<file path="src/rtl/core/plr_pkg.sv">
// Shared types and constants for the pixel replicating line upscaler.
package plr_pkg;

  localparam int MAX_ROW_PIXELS_DEFAULT = 4096;
  localparam int QUEUE_DEPTH = 4;
  localparam int PIXEL_W = 24;
  localparam logic [6:0] SCALE_LIMIT = 7'd100;

  typedef enum logic [1:0] {
    CMD_WRITE  = 2'd0,
    CMD_PIXEL  = 2'd1,
    CMD_PAD    = 2'd2,
    CMD_REJECT = 2'd3
  } cmd_op_t;

  typedef struct packed {
    cmd_op_t              op;
    logic [PIXEL_W-1:0]   pixel;
    logic                 eol;
    logic                 eor;
  } cmd_meta_t;

endpackage

</file>
<file path="src/rtl/core/plr_queue.sv">
// Short command queue between the front end and the back end.
module plr_queue
  import plr_pkg::*;
#(
  parameter int AW = 12
) (
  input  logic          clk,
  input  logic          rst,
  input  logic          push,
  input  cmd_meta_t     push_meta,
  input  logic [AW-1:0] push_addr,
  output logic          full,
  output logic          not_empty,
  input  logic          pop,
  output cmd_meta_t     head_meta,
  output logic [AW-1:0] head_addr
);

  localparam int QAW = $clog2(QUEUE_DEPTH);

  cmd_meta_t     meta_q [QUEUE_DEPTH];
  logic [AW-1:0] addr_q [QUEUE_DEPTH];
  logic [QAW-1:0] wr_ptr;
  logic [QAW-1:0] rd_ptr;
  logic [QAW:0]   count;

  assign full      = count == (QAW + 1)'(QUEUE_DEPTH);
  assign not_empty = count != '0;
  assign head_meta = meta_q[rd_ptr];
  assign head_addr = addr_q[rd_ptr];

  always_ff @(posedge clk) begin
    if (push) begin
      meta_q[wr_ptr] <= push_meta;
      addr_q[wr_ptr] <= push_addr;
    end
  end

  always_ff @(posedge clk) begin
    if (rst) begin
      wr_ptr <= '0;
      rd_ptr <= '0;
      count  <= '0;
    end else begin
      if (push) begin
        wr_ptr <= wr_ptr + QAW'(1);
      end
      if (pop) begin
        rd_ptr <= rd_ptr + QAW'(1);
      end
      count <= count + (QAW + 1)'(push) - (QAW + 1)'(pop);
    end
  end

endmodule

</file>
<file path="config.mk">
export PLATFORM = sky130hd
export DESIGN_NAME = plr_queue
export DESIGN_NICKNAME = d
export VERILOG_FILES = /design/src/rtl/core/plr_pkg.sv /design/src/rtl/core/plr_queue.sv
export SDC_FILE = /design/constraint.sdc
export NUM_CORES = 1
export LEC_CHECK = 0
export ABC_AREA = 1
export BUFFER_PORTS_ARGS = -buffer_cell sky130_fd_sc_hd__buf_4
export CAP_MARGIN = 20
export CORE_ASPECT_RATIO = 1.5
export CORE_MARGIN = 2
export CORE_UTILIZATION = 45
export DETAILED_ROUTE_END_ITERATION = 6
export GPL_TIMING_DRIVEN = 1
export PLACE_DENSITY = 0.75
export SYNTH_ARGS = -nofsm -noshare
export SYNTH_HDL_FRONTEND = slang
export SYNTH_SLANG_ARGS = --single-unit
</file>
<file path="constraint.sdc">
create_clock -name clk -period 2.45 [get_ports clk]
set_clock_uncertainty 0.15 [all_clocks]
set_input_delay 0.1225 -clock clk [delete_from_list [all_inputs] [get_ports clk]]
set_output_delay 0.1225 -clock clk [all_outputs]
set_load 0.03 [all_outputs]
</file>
==> qor.yml <==
placed_design:
  dpl.cell_count: 794
  dpl.hpwl_um: 8420
  placed_area_um2: 7920
  portBuffers: 85
  gp_congestion: 0.740
sta:
  hold_viol: 0
  period_share_pct: 88.4
  drv_slew: 0
  setup_violations: 0
  tns_ns: 0
  finalHoldWorstSlack_ns: 0.281
  fmax_mhz: 462
  rsz0062_at_grt: "false"
  tightest_slew_ns: 0.544
  post-route-min-period_ns: 2.17
  slew_headroom_pct: 63.7
layout:
  syn2layout_area_growth_pct: 26.6
  fin_nets: 705
  drive_gt1_share_pct: 31.8
  fillers: 1186
  fin_cells: 870
  n_antenna_cell: 0
  mostFrequentLayoutCells: "edfxtp_1 (160), inv_1 (93), buf_4 (86), nand2_1 (48), a21oi_1 (46)"
  final_common_cell: "edfxtp_1"
  finalInstanceArea_um2: 8940
  fin_util_pct: 57.8
cts:
  cts_resized: 0
  path_clk_slew_ns: 0.07
  htreeDepth: 4
  cts_sinks: 169
  clock_latency_ns: 0.41
  clockBufferDepth: 2
  cts_tree: "yes"
  root_buffer: "clkbuf_16"
  cts_setup_buffers: 0
  numCtsBuffers: 17
critical_path:
  timing.critical_path.to: "head_meta[20]"
  rr_startpoint: "count[0]$_SDFF_PP0_"
  end_kind: "primary output"
  reg2reg_slack_ns: 0.60
  cp-start-kind: "flop"
  cp.required_ns: 2.18
  path_max_fanout: 36
  r2r-end: "count[0]$_SDFF_PP0_"
  r2r_cells: 7
  cp_data_arrival_time_ns: 1.89
  setup.worst_path.class: "reg -> out"
power_and_ir_drop:
  powerDensity_nw_per_um2: 776
  cellLeakagePower_uw: 0.00348
  peakVddDrop_v: 0.000560
drt:
  viasPerCell: 4.85
  drc: 0
  drtAntennaViolNets: 0
  wl_um: 13400
  drt-pass1-iter-count: 6
  drtIter0Drc: 271
  vias: 4218
  avgRoutedWirePerCell_um: 15.3
logic_synthesis:
  syn_nets: 575
  synth_top_family_by_area: "compound AO/OA/AOI/OAI gates"
  synth_top_cell_by_area: "edfxtp_1"
  synth.avg_cell_area_um2: 13.5
  ys_seq_area_share_pct: 70.6
  synth_area_leaders: "edfxtp_1 (68%), o211ai_2 (7.1%), inv_1 (5.2%), nand2_2 (3.5%), a21oi_1 (3.3%)"
  synth_seq_cells: 169
  synth_adder_area_share_pct: 1.35
  synth_xor_area_share_pct: 0
  synth-simple-area-share_pct: 6.47
  yosys.area.top_type_share_pct: 68.0
  synth_area_um2: 7060
  synthDistinctLibCells: 17
  yosysWarnings: 0
  synthMuxAreaShare_pct: 0
  synth_cells: 524
  synth_compound_area_share_pct: 13.5
global_routing:
  grt_pass1_wl_um: 21200
  use_met2_pct: 30.5
  grt_max_degree: 51
  grt_usage_pct: 16.5
  grt_pass1_vias: 4319
  grt_antenna_before_repair: 0
  overflow: 0
  grt_util_met3_pct: 3.73
  grt_use_met1_pct: 18.6
  top_usage_layer: "met2"
job:
  drv_cap: 0
floorplan:
  rows: 56
  dieWidth_um: 106
  die_height_um: 157
  start_util_pct: 45.6
  io_pins: 86
  die-area_um2: 16700
  core_um2: 15500
worst_hold_path:
  worstHoldPathType: "in -> reg"
  hold-path-cell-count: 3
  min_from: "rst"
outcome:
  status: "finished clean"
[routing by layer]
layer  routed length (um)  up-vias
met5                    0        -
met4                  175        0
met3                  419       13
met2                 7300       72
met1                 5450     2064
li1                     -     2069
[logic make-up after synthesis]
| logic type | count (synthesis) |
|---|---|
| adder cells (fa/ha/maj) | 7 |
| buffers and inverters | 124 |
| AO/OA/AOI/OAI | 130 |
| AND/OR/NAND/NOR | 94 |
| flip-flops | 169 |
[cells in the mapped netlist]
| library cell | count |
|---|---|
| buf_2 | 13 |
| edfxtp_1 | 160 |
| nand2_2 | 40 |
| clkbuf_1 | 2 |
| inv_1 | 97 |
| a21oi_1 | 46 |
| o211ai_2 | 40 |
| nor2_1 | 3 |
| nand2_1 | 48 |
| ha_1 | 6 |
| nor3_1 | 1 |
| buf_8 | 1 |
| nand3_1 | 2 |
| dfxtp_1 | 9 |
| buf_6 | 11 |
| o21ai_0 | 44 |
| fa_1 | 1 |
[sequential cells by signal, indices dropped and copies added, names as in the netlist, named ones only]
register  flops
count         3
addr_q       48
rd_ptr        2
wr_ptr        2
meta_q      112
[how the worst min path moves through the flow]
stage | endpoint | slack [ns]
5_1_grt | count[1]$_SDFF_PP0_ | 0.29
2_1_floorplan | count[0]$_SDFF_PP0_ | 0.04
3_5_place_dp | count[1]$_SDFF_PP0_ | 0.15
4_1_cts | count[1]$_SDFF_PP0_ | 0.25
3_3_place_gp | count[1]$_SDFF_PP0_ | 0.15
6_report | count[1]$_SDFF_PP0_ | 0.28
[final cells by class]
type,count,area [um2],area share [%]
Inverter,97,364,4.07
Clock inverter,15,159,1.78
Timing Repair Buffer,138,1250,13.9
Sequential cell,169,4990,55.8
Tap cell,203,254,2.84
Multi-Input combinational cell,231,1500,16.8
Clock buffer,17,425,4.76
[worst max-delay path, stage by stage, from the launching register on]
cell,delay [ns]
dfxtp_4,0.70
buf_4,0.31
a21oi_1,0.07
o21ai_0,0.10
nand2_1,0.11
buf_4,0.18
[stage by stage]
stage	total power (uW)	worst slack, ns
floorplan	3990	0.531
global placement	4320	0.739
detailed placement	4350	0.657
CTS	7010	0.236
global route	7180	0.144
finish	6940	0.283
[what timing repair did]
item,CTS,global route
hold buffers,44,0
setup endpoints to repair,0,0
endpoints found under the hold margin,169,0
[where the power goes]
group          switching [uW]  internal (uW)  total (uW)
sequential               70.0           3300        3370
clock                    1160           1440        2600
combinational             599            372         972
total                    1830           5110        6940
No activity file was read; power rests on OpenSTA's default activity.
