<file path="src/rtl/core/plr_pkg.sv">
// Shared types and constants for the pixel replicating line upscaler.
package plr_pkg;

  localparam int MAX_ROW_PIXELS_DEFAULT = 4096;
  localparam int QUEUE_DEPTH = 4;
  localparam int PIXEL_W = 24;
  localparam logic [6:0] SCALE_LIMIT = 7'd100;

  typedef enum logic [1:0] {
    CMD_WRITE  = 2'd0,
    CMD_PIXEL  = 2'd1,
    CMD_PAD    = 2'd2,
    CMD_REJECT = 2'd3
  } cmd_op_t;

  typedef struct packed {
    cmd_op_t              op;
    logic [PIXEL_W-1:0]   pixel;
    logic                 eol;
    logic                 eor;
  } cmd_meta_t;

endpackage

</file>
<file path="src/rtl/core/plr_front.sv">
// Front end: accepts items, keeps the row and replay counters, issues commands.
module plr_front
  import plr_pkg::*;
#(
  parameter int MAX_ROW_PIXELS = MAX_ROW_PIXELS_DEFAULT,
  localparam int AW = (MAX_ROW_PIXELS > 1) ? $clog2(MAX_ROW_PIXELS) : 1,
  localparam int CW = $clog2(MAX_ROW_PIXELS + 1)
) (
  input  logic            clk,
  input  logic            rst,
  input  logic [6:0]      scale_factor,
  input  logic [12:0]     row_width,
  input  logic            in_accept,
  input  logic            opcode,
  input  logic [7:0]      in_blue,
  input  logic [7:0]      in_green,
  input  logic [7:0]      in_red,
  output logic            cmd_valid,
  output cmd_meta_t       cmd_meta,
  output logic [AW-1:0]   cmd_addr
);

  localparam logic OP_PUSH = 1'b0;
  localparam int WW = (CW > 13) ? CW : 13;
  localparam logic [WW-1:0] MAX_EXT = WW'(MAX_ROW_PIXELS);

  logic [CW-1:0] loaded_count, loaded_count_next;
  logic [CW-1:0] column_index, column_index_next;
  logic [6:0]    horizontal_repeat, horizontal_repeat_next;
  logic [6:0]    vertical_repeat, vertical_repeat_next;
  logic [1:0]    pad_emitted, pad_emitted_next;

  logic [6:0]    scale_eff;
  logic [WW-1:0] width_ext;
  logic [CW-1:0] width_eff;
  logic [3:0]    pad_prod;
  logic [1:0]    pad_bytes;
  logic          full;
  logic [7:0]    h_inc;
  logic [7:0]    v_inc;
  logic [CW-1:0] col_inc;
  logic [2:0]    pad_inc;
  logic          finish;

  always_comb begin
    if (scale_factor == 7'd0) begin
      scale_eff = 7'd1;
    end else if (scale_factor > SCALE_LIMIT) begin
      scale_eff = SCALE_LIMIT;
    end else begin
      scale_eff = scale_factor;
    end
    width_ext = WW'(row_width);
    if (row_width == 13'd0) begin
      width_eff = CW'(1);
    end else if (width_ext > MAX_EXT) begin
      width_eff = CW'(MAX_ROW_PIXELS);
    end else begin
      width_eff = CW'(width_ext);
    end
  end

  // Three bytes per pixel, so the pad to a four byte boundary is (width * scale) mod 4.
  assign pad_prod  = {2'b00, width_eff[(CW > 1) ? 1 : 0] & (CW > 1), width_eff[0]}
                     * {2'b00, scale_eff[1:0]};
  assign pad_bytes = pad_prod[1:0];
  assign full      = loaded_count >= width_eff;
  assign h_inc     = {1'b0, horizontal_repeat} + 8'd1;
  assign v_inc     = {1'b0, vertical_repeat} + 8'd1;
  assign col_inc   = column_index + CW'(1);
  assign pad_inc   = {1'b0, pad_emitted} + 3'd1;

  always_comb begin
    loaded_count_next      = loaded_count;
    column_index_next      = column_index;
    horizontal_repeat_next = horizontal_repeat;
    vertical_repeat_next   = vertical_repeat;
    pad_emitted_next       = pad_emitted;
    cmd_valid              = 1'b0;
    cmd_meta.op            = CMD_REJECT;
    cmd_meta.pixel         = {in_red, in_green, in_blue};
    cmd_meta.eol           = 1'b0;
    cmd_meta.eor           = 1'b0;
    cmd_addr               = column_index[AW-1:0];
    finish                 = 1'b0;

    if (in_accept) begin
      if (opcode == OP_PUSH) begin
        cmd_valid = 1'b1;
        if (full) begin
          cmd_meta.op = CMD_REJECT;
        end else begin
          cmd_meta.op       = CMD_WRITE;
          cmd_addr          = loaded_count[AW-1:0];
          loaded_count_next = loaded_count + CW'(1);
        end
      end else if (full) begin
        cmd_valid = 1'b1;
        if (column_index < width_eff) begin
          cmd_meta.op = CMD_PIXEL;
          if (h_inc >= {1'b0, scale_eff}) begin
            horizontal_repeat_next = 7'd0;
            column_index_next      = col_inc;
            if (col_inc >= width_eff && pad_bytes == 2'd0) begin
              finish = 1'b1;
            end
          end else begin
            horizontal_repeat_next = h_inc[6:0];
          end
        end else begin
          cmd_meta.op = CMD_PAD;
          if (pad_inc >= {1'b0, pad_bytes}) begin
            finish = 1'b1;
          end else begin
            pad_emitted_next = pad_inc[1:0];
          end
        end
      end
    end

    // Closing an output row rewinds the column and, after the last replay, empties the row.
    if (finish) begin
      cmd_meta.eol           = 1'b1;
      column_index_next      = '0;
      pad_emitted_next       = 2'd0;
      horizontal_repeat_next = 7'd0;
      if (v_inc >= {1'b0, scale_eff}) begin
        vertical_repeat_next = 7'd0;
        loaded_count_next    = '0;
        cmd_meta.eor         = 1'b1;
      end else begin
        vertical_repeat_next = v_inc[6:0];
      end
    end
  end

  always_ff @(posedge clk) begin
    if (rst) begin
      loaded_count      <= '0;
      column_index      <= '0;
      horizontal_repeat <= 7'd0;
      vertical_repeat   <= 7'd0;
      pad_emitted       <= 2'd0;
    end else begin
      loaded_count      <= loaded_count_next;
      column_index      <= column_index_next;
      horizontal_repeat <= horizontal_repeat_next;
      vertical_repeat   <= vertical_repeat_next;
      pad_emitted       <= pad_emitted_next;
    end
  end

endmodule

</file>
<file path="config.mk">
export PLATFORM = sky130hd
export DESIGN_NAME = plr_front
export DESIGN_NICKNAME = d
export VERILOG_FILES = /design/src/rtl/core/plr_pkg.sv /design/src/rtl/core/plr_front.sv
export SDC_FILE = /design/constraint.sdc
export NUM_CORES = 1
export LEC_CHECK = 0
export BUFFER_PORTS_ARGS = -buffer_cell sky130_fd_sc_hd__buf_2
export CAP_MARGIN = 20
export CORE_MARGIN = 8
export CORE_UTILIZATION = 40
export DETAILED_ROUTE_END_ITERATION = 8
export GPL_TIMING_DRIVEN = 0
export PLACE_DENSITY_LB_ADDON = 0.25
export RECOVER_POWER = 100
export SLEW_MARGIN = 30
export SYNTH_ARGS = -nofsm -noshare
export SYNTH_HDL_FRONTEND = slang
export SYNTH_SLANG_ARGS = --single-unit
</file>
<file path="constraint.sdc">
create_clock -name clk -period 8.9 [get_ports clk]
set_clock_uncertainty 0.15 [all_clocks]
set_input_delay 0.89 -clock clk [delete_from_list [all_inputs] [get_ports clk]]
set_output_delay 0.89 -clock clk [all_outputs]
set_load 0.005 [all_outputs]
</file>
==> reports/summary.md <==
The run finished with clean final reports. Final sum of negative setup slack: 0 ns. Library cell with the largest summed area after synthesis: sky130_fd_sc_hd__dfxtp_1.

Startpoint of the worst register-to-register path: column_index[1]. The path with the worst hold slack has its endpoint at horizontal_repeat[1]. The routed via count divided by cell count came out at 5.273.

The register clock-pin slew on the reported worst setup and hold paths came out at 0.09 ns. The worst hold path passes through 2 cells. The portion of netlist area occupied by mux cells was 3.905%. Detailed placement ended at an HPWL of 8641 um. The run gives 10480 um as the total wirelength of the detailed-routed design. Among all flip-flop cells after synthesis, the most frequent one is sky130_fd_sc_hd__dfxtp_1. The I/O pin count was 89. The synthesized netlist devotes 23.21% of its cell area to simple gates. Summing every instance area after synthesis gives 0.003909 mm^2. The total via count in the routed design came out at 3649. The number of buffers inserted during clock tree synthesis is 5. For the finished layout, the period the worst path requires is 5.569 ns.

In this run the worst hold path is classified as reg -> reg. Across all register-to-register paths, the minimum setup slack is 4.29 ns. Static timing analysis puts the maximum clock frequency at 179.6 MHz.

The number of nets handed over by synthesis was 595. The signal on the critical path passes through clkbuf_1, inv_1, clkbuf_1, nand2_1, ha_1, a21o_1, a21oi_2, o22ai_1, or3_1, clkbuf_1, o41ai_1, nand2_1, inv_1, clkbuf_4, buf_2. Summing the areas of all fa, ha and maj instances in the mapped netlist gives 19.40% of the synthesized area.

The sum of overflow across all layers after global routing was 0. The slowest stage of the critical path is the sky130_fd_sc_hd__o41ai_1 cell. For the met3 routed wirelength, the log shows 700 um. The synthesized netlist contains 48 unique library cells. STA puts the critical path data required time at 7.86 ns.

The synthesized netlist devotes 13.64% of its cell area to compound gates. The largest fanout on the critical path works out to 10. For this configuration, the core starts out at a cell density of 40.55%. The power density of the placed cells works out to 87.00 mW/mm^2.

During synthesis, Yosys emitted a total of 0 warnings. The initial antenna violation count is 0, and the worst slew margin relative to its limit is 47.78%. Post-synthesis async set-or-reset flop share: 0%. In this design, the critical path's most frequently occurring cell is sky130_fd_sc_hd__clkbuf_1. Power comes to 388.0 uW.

The first global-routing pass estimated 17460 um of wire. Global routing used 16.24% of the available tracks across all layers. In this run, synthesis produced a sequential element count of 42.

The tools report the startpoint type of the worst setup path as an input port. The share of the clock period used by the worst path is 62.57%. The final-report hold violation count is 0, and the H-tree depth is 2. The per-instance average area after synthesis is 8.026 um^2, and the row count is 36. For the pin with the worst max-slew slack, the measured transition is 0.7773 ns. For the leakage power figure, the log shows 2.057 nW.

The number of antenna diodes in the final layout is 0. Uppermost layer routed: met4. For this block, the initial DRC count from the detailed router was 200. Counting every instance in the synthesized netlist gives 487. IR analysis of the VDD net gives a maximum drop of 0.00005665 V.

The xor/xnor cell area share of the yosys netlist was 10.53%; the number of filler cells placed in the layout was 1018. Setup violations remaining at the end of the flow were counted as 0. The via count of the first global-routing pass is 3720, and the post-cts resize count is 0. In the routed design, unresolved DRC markers number 0. The type of the worst setup path is in -> out. TritonCTS built the clock tree. The die covers 0.01319 mm^2. From synthesis to final layout, the design area changed by 14.08%. The arrival time at the worst endpoint is 4.53 ns. The reg-to-reg critical path endpoint is loaded_count[6]. Yosys mapped a number of flops with a built-in enable equal to 0. Combinational family with the most area after synthesis: simple AND/OR/NAND/NOR gates. The largest single stage delay on the critical path is 0.73 ns. Summing the sequential cell areas from Yosys gives 21.51% of the chip area. By area the synthesized netlist is led by sky130_fd_sc_hd__dfxtp_1, sky130_fd_sc_hd__ha_1, sky130_fd_sc_hd__xor2_1.

In this run the biggest area consumer among cell types represents 21.51% of the synthesized area. The tools report the post-route met1 wirelength as 4810 um. Setup repair after global routing left no endpoint under its margin. OpenSTA, run right after detailed placement, puts the worst setup slack at 3.446 ns.

Detailed routing placed a total of 4803 um of wire on met2. Cells with a size suffix above 1 make up 17.17% of the layout. Entering global routing, the biggest net connects 15 pins.

Hold timing on the final database bottoms out at a slack of 0.3363 ns. The worst-case setup margin in the final layout was 3.331 ns. The die is 114.9 um wide. The logs give 42 for the number of clock sinks seen by CTS and 0 for the count of hold-fix buffers inserted at cts. The tool flagged a number of max-cap violations equal to 0. The core area was 0.009639 mm^2; the number of input and output port buffers inserted was 64. After detailed routing, the average wire length per cell comes to 15.14 um.

No sink is reached through more buffers than the 2 on the longest clock path. The insertion delay to the later sink of the worst-skew pair is 0.31 ns. After clock tree synthesis, the setup repair step added 0 buffers. Before antenna repair, the detailed router went through 5 iterations. The net count reported at finish is 666. Counting cells, the worst reg-to-reg path comes to 14. The floorplan die height is 114.9 um, and the final weighted congestion in routability-driven placement is 0.8532. The capturing element type of the critical path is an output port.

Clock tree synthesis selected as its root buffer the cell sky130_fd_sc_hd__clkbuf_8. Final number of max-transition violations: 0. Once detail routing completed, the nets flagged for antenna violations numbered 0. The startpoint of the worst hold path is horizontal_repeat[1].
==> synthesized netlist by cell type, types with 3 or more instances <==
master                     instances
sky130_fd_sc_hd__a21o_1            6
sky130_fd_sc_hd__a21oi_1          31
sky130_fd_sc_hd__a31oi_1           4
sky130_fd_sc_hd__and2_1            3
sky130_fd_sc_hd__and3_1           11
sky130_fd_sc_hd__buf_2             4
sky130_fd_sc_hd__buf_4            25
sky130_fd_sc_hd__clkbuf_1          7
sky130_fd_sc_hd__dfxtp_1          42
sky130_fd_sc_hd__ha_1             59
sky130_fd_sc_hd__inv_1            16
sky130_fd_sc_hd__mux2_2           10
sky130_fd_sc_hd__mux2i_1           4
sky130_fd_sc_hd__nand2_1          42
sky130_fd_sc_hd__nand2b_1          4
sky130_fd_sc_hd__nand3_1          17
sky130_fd_sc_hd__nand3b_1          5
sky130_fd_sc_hd__nand4_1          18
sky130_fd_sc_hd__nor2_1           47
sky130_fd_sc_hd__nor2b_1           4
sky130_fd_sc_hd__nor3_1           15
sky130_fd_sc_hd__nor4_1            9
sky130_fd_sc_hd__o211ai_1          3
sky130_fd_sc_hd__o21ai_0          21
sky130_fd_sc_hd__o31ai_1           7
sky130_fd_sc_hd__xnor2_1          21
sky130_fd_sc_hd__xor2_1           26
==> stage by stage <==
stage / cells / utilization [%] / area (um^2)
6_report: 692 / 46.26 / 4459
5_1_grt: 692 / 46.26 / 4459
2_1_floorplan: 487 / - / 3909
3_5_place_dp: 684 / 45.60 / 4395
3_3_place_gp: 684 / 45.60 / 4395
4_1_cts: 692 / 46.53 / 4486
==> registers in the layout (all words and copies together), names as in the netlist <==
| register | count |
|---|---|
| loaded_count | 13 |
| pad_emitted | 2 |
| vertical_repeat | 7 |
| horizontal_repeat | 7 |
| column_index | 13 |
==> worst max-delay path: cells and delay by family <==
kind	cells	cell delay (ns)
simple gates	3	0.83
buf+inv	7	1.29
fa+ha+maj	1	0.33
compound gates	4	1.17
==> power by group <==
| group | switching, mW | internal (mW) |
|---|---|---|
| Combinational | 0.0364 | 0.0282 |
| Sequential | 0.00116 | 0.188 |
| Clock | 0.0785 | 0.0553 |
| Total | 0.116 | 0.272 |
==> metal layers <==
| metal | track usage [%] | vias up |
|---|---|---|
| met4 | 4.816 | 0 |
| met5 | 0 | - |
| met3 | 3.256 | 16 |
| li1 | - | 1872 |
| met2 | 27.28 | 97 |
| met1 | 20.43 | 1664 |
==> placed cells by master (no fill, tap or decap), types with 5 or more instances in the layout <==
| cell type | instances |
|---|---|
| sky130_fd_sc_hd__xor2_1 | 26 |
| sky130_fd_sc_hd__a21oi_1 | 31 |
| sky130_fd_sc_hd__nand2_1 | 42 |
| sky130_fd_sc_hd__dfxtp_1 | 42 |
| sky130_fd_sc_hd__o21ai_0 | 22 |
| sky130_fd_sc_hd__ha_1 | 59 |
| sky130_fd_sc_hd__nand4_1 | 18 |
| sky130_fd_sc_hd__clkbuf_4 | 20 |
| sky130_fd_sc_hd__nand3_1 | 17 |
| sky130_fd_sc_hd__and3_1 | 11 |
| sky130_fd_sc_hd__nand3b_1 | 5 |
| sky130_fd_sc_hd__a21o_1 | 6 |
| sky130_fd_sc_hd__nor2_1 | 47 |
| sky130_fd_sc_hd__xnor2_1 | 21 |
| sky130_fd_sc_hd__nor3_1 | 15 |
| sky130_fd_sc_hd__clkbuf_8 | 5 |
| sky130_fd_sc_hd__nor4_1 | 9 |
| sky130_fd_sc_hd__buf_2 | 47 |
| sky130_fd_sc_hd__mux2_2 | 10 |
| sky130_fd_sc_hd__clkbuf_1 | 28 |
| sky130_fd_sc_hd__o31ai_1 | 7 |
| sky130_fd_sc_hd__buf_4 | 5 |
| sky130_fd_sc_hd__inv_1 | 16 |
==> cell families after synthesis <==
| logic type | after synthesis |
|---|---|
| buffers and inverters | 53 |
| XOR/XNOR | 47 |
| adder cells (fa/ha/maj) | 60 |
| flip-flops | 42 |
| AO/OA/AOI/OAI | 87 |
| multiplexers | 14 |
| AND/OR/NAND/NOR | 184 |
==> cell type report <==
type	count	area, um^2	share of cell area, %
Clock inverter	3	21.27	0.4770
Timing Repair Buffer	64	299.0	6.706
Clock buffer	5	68.82	1.543
Inverter	16	60.06	1.347
Sequential cell	42	840.8	18.86
Buffer	37	240.2	5.387
Tap cell	133	166.4	3.732
Multi-Input combinational cell	392	2763	61.95
==> worst max path at each step <==
stage / from / to / slack (ns) / depth (start not counted)
2_1_floorplan: row_width[12] / cmd_meta[1] / 4.45 / 13
3_3_place_gp: row_width[12] / cmd_meta[1] / 3.48 / 15
3_5_place_dp: row_width[12] / cmd_meta[1] / 3.45 / 14
4_1_cts: row_width[12] / cmd_meta[1] / 3.43 / 14
5_1_grt: row_width[12] / cmd_meta[1] / 2.87 / 14
6_report: row_width[12] / cmd_meta[1] / 3.33 / 15
No activity file was read; power rests on OpenSTA's default activity.
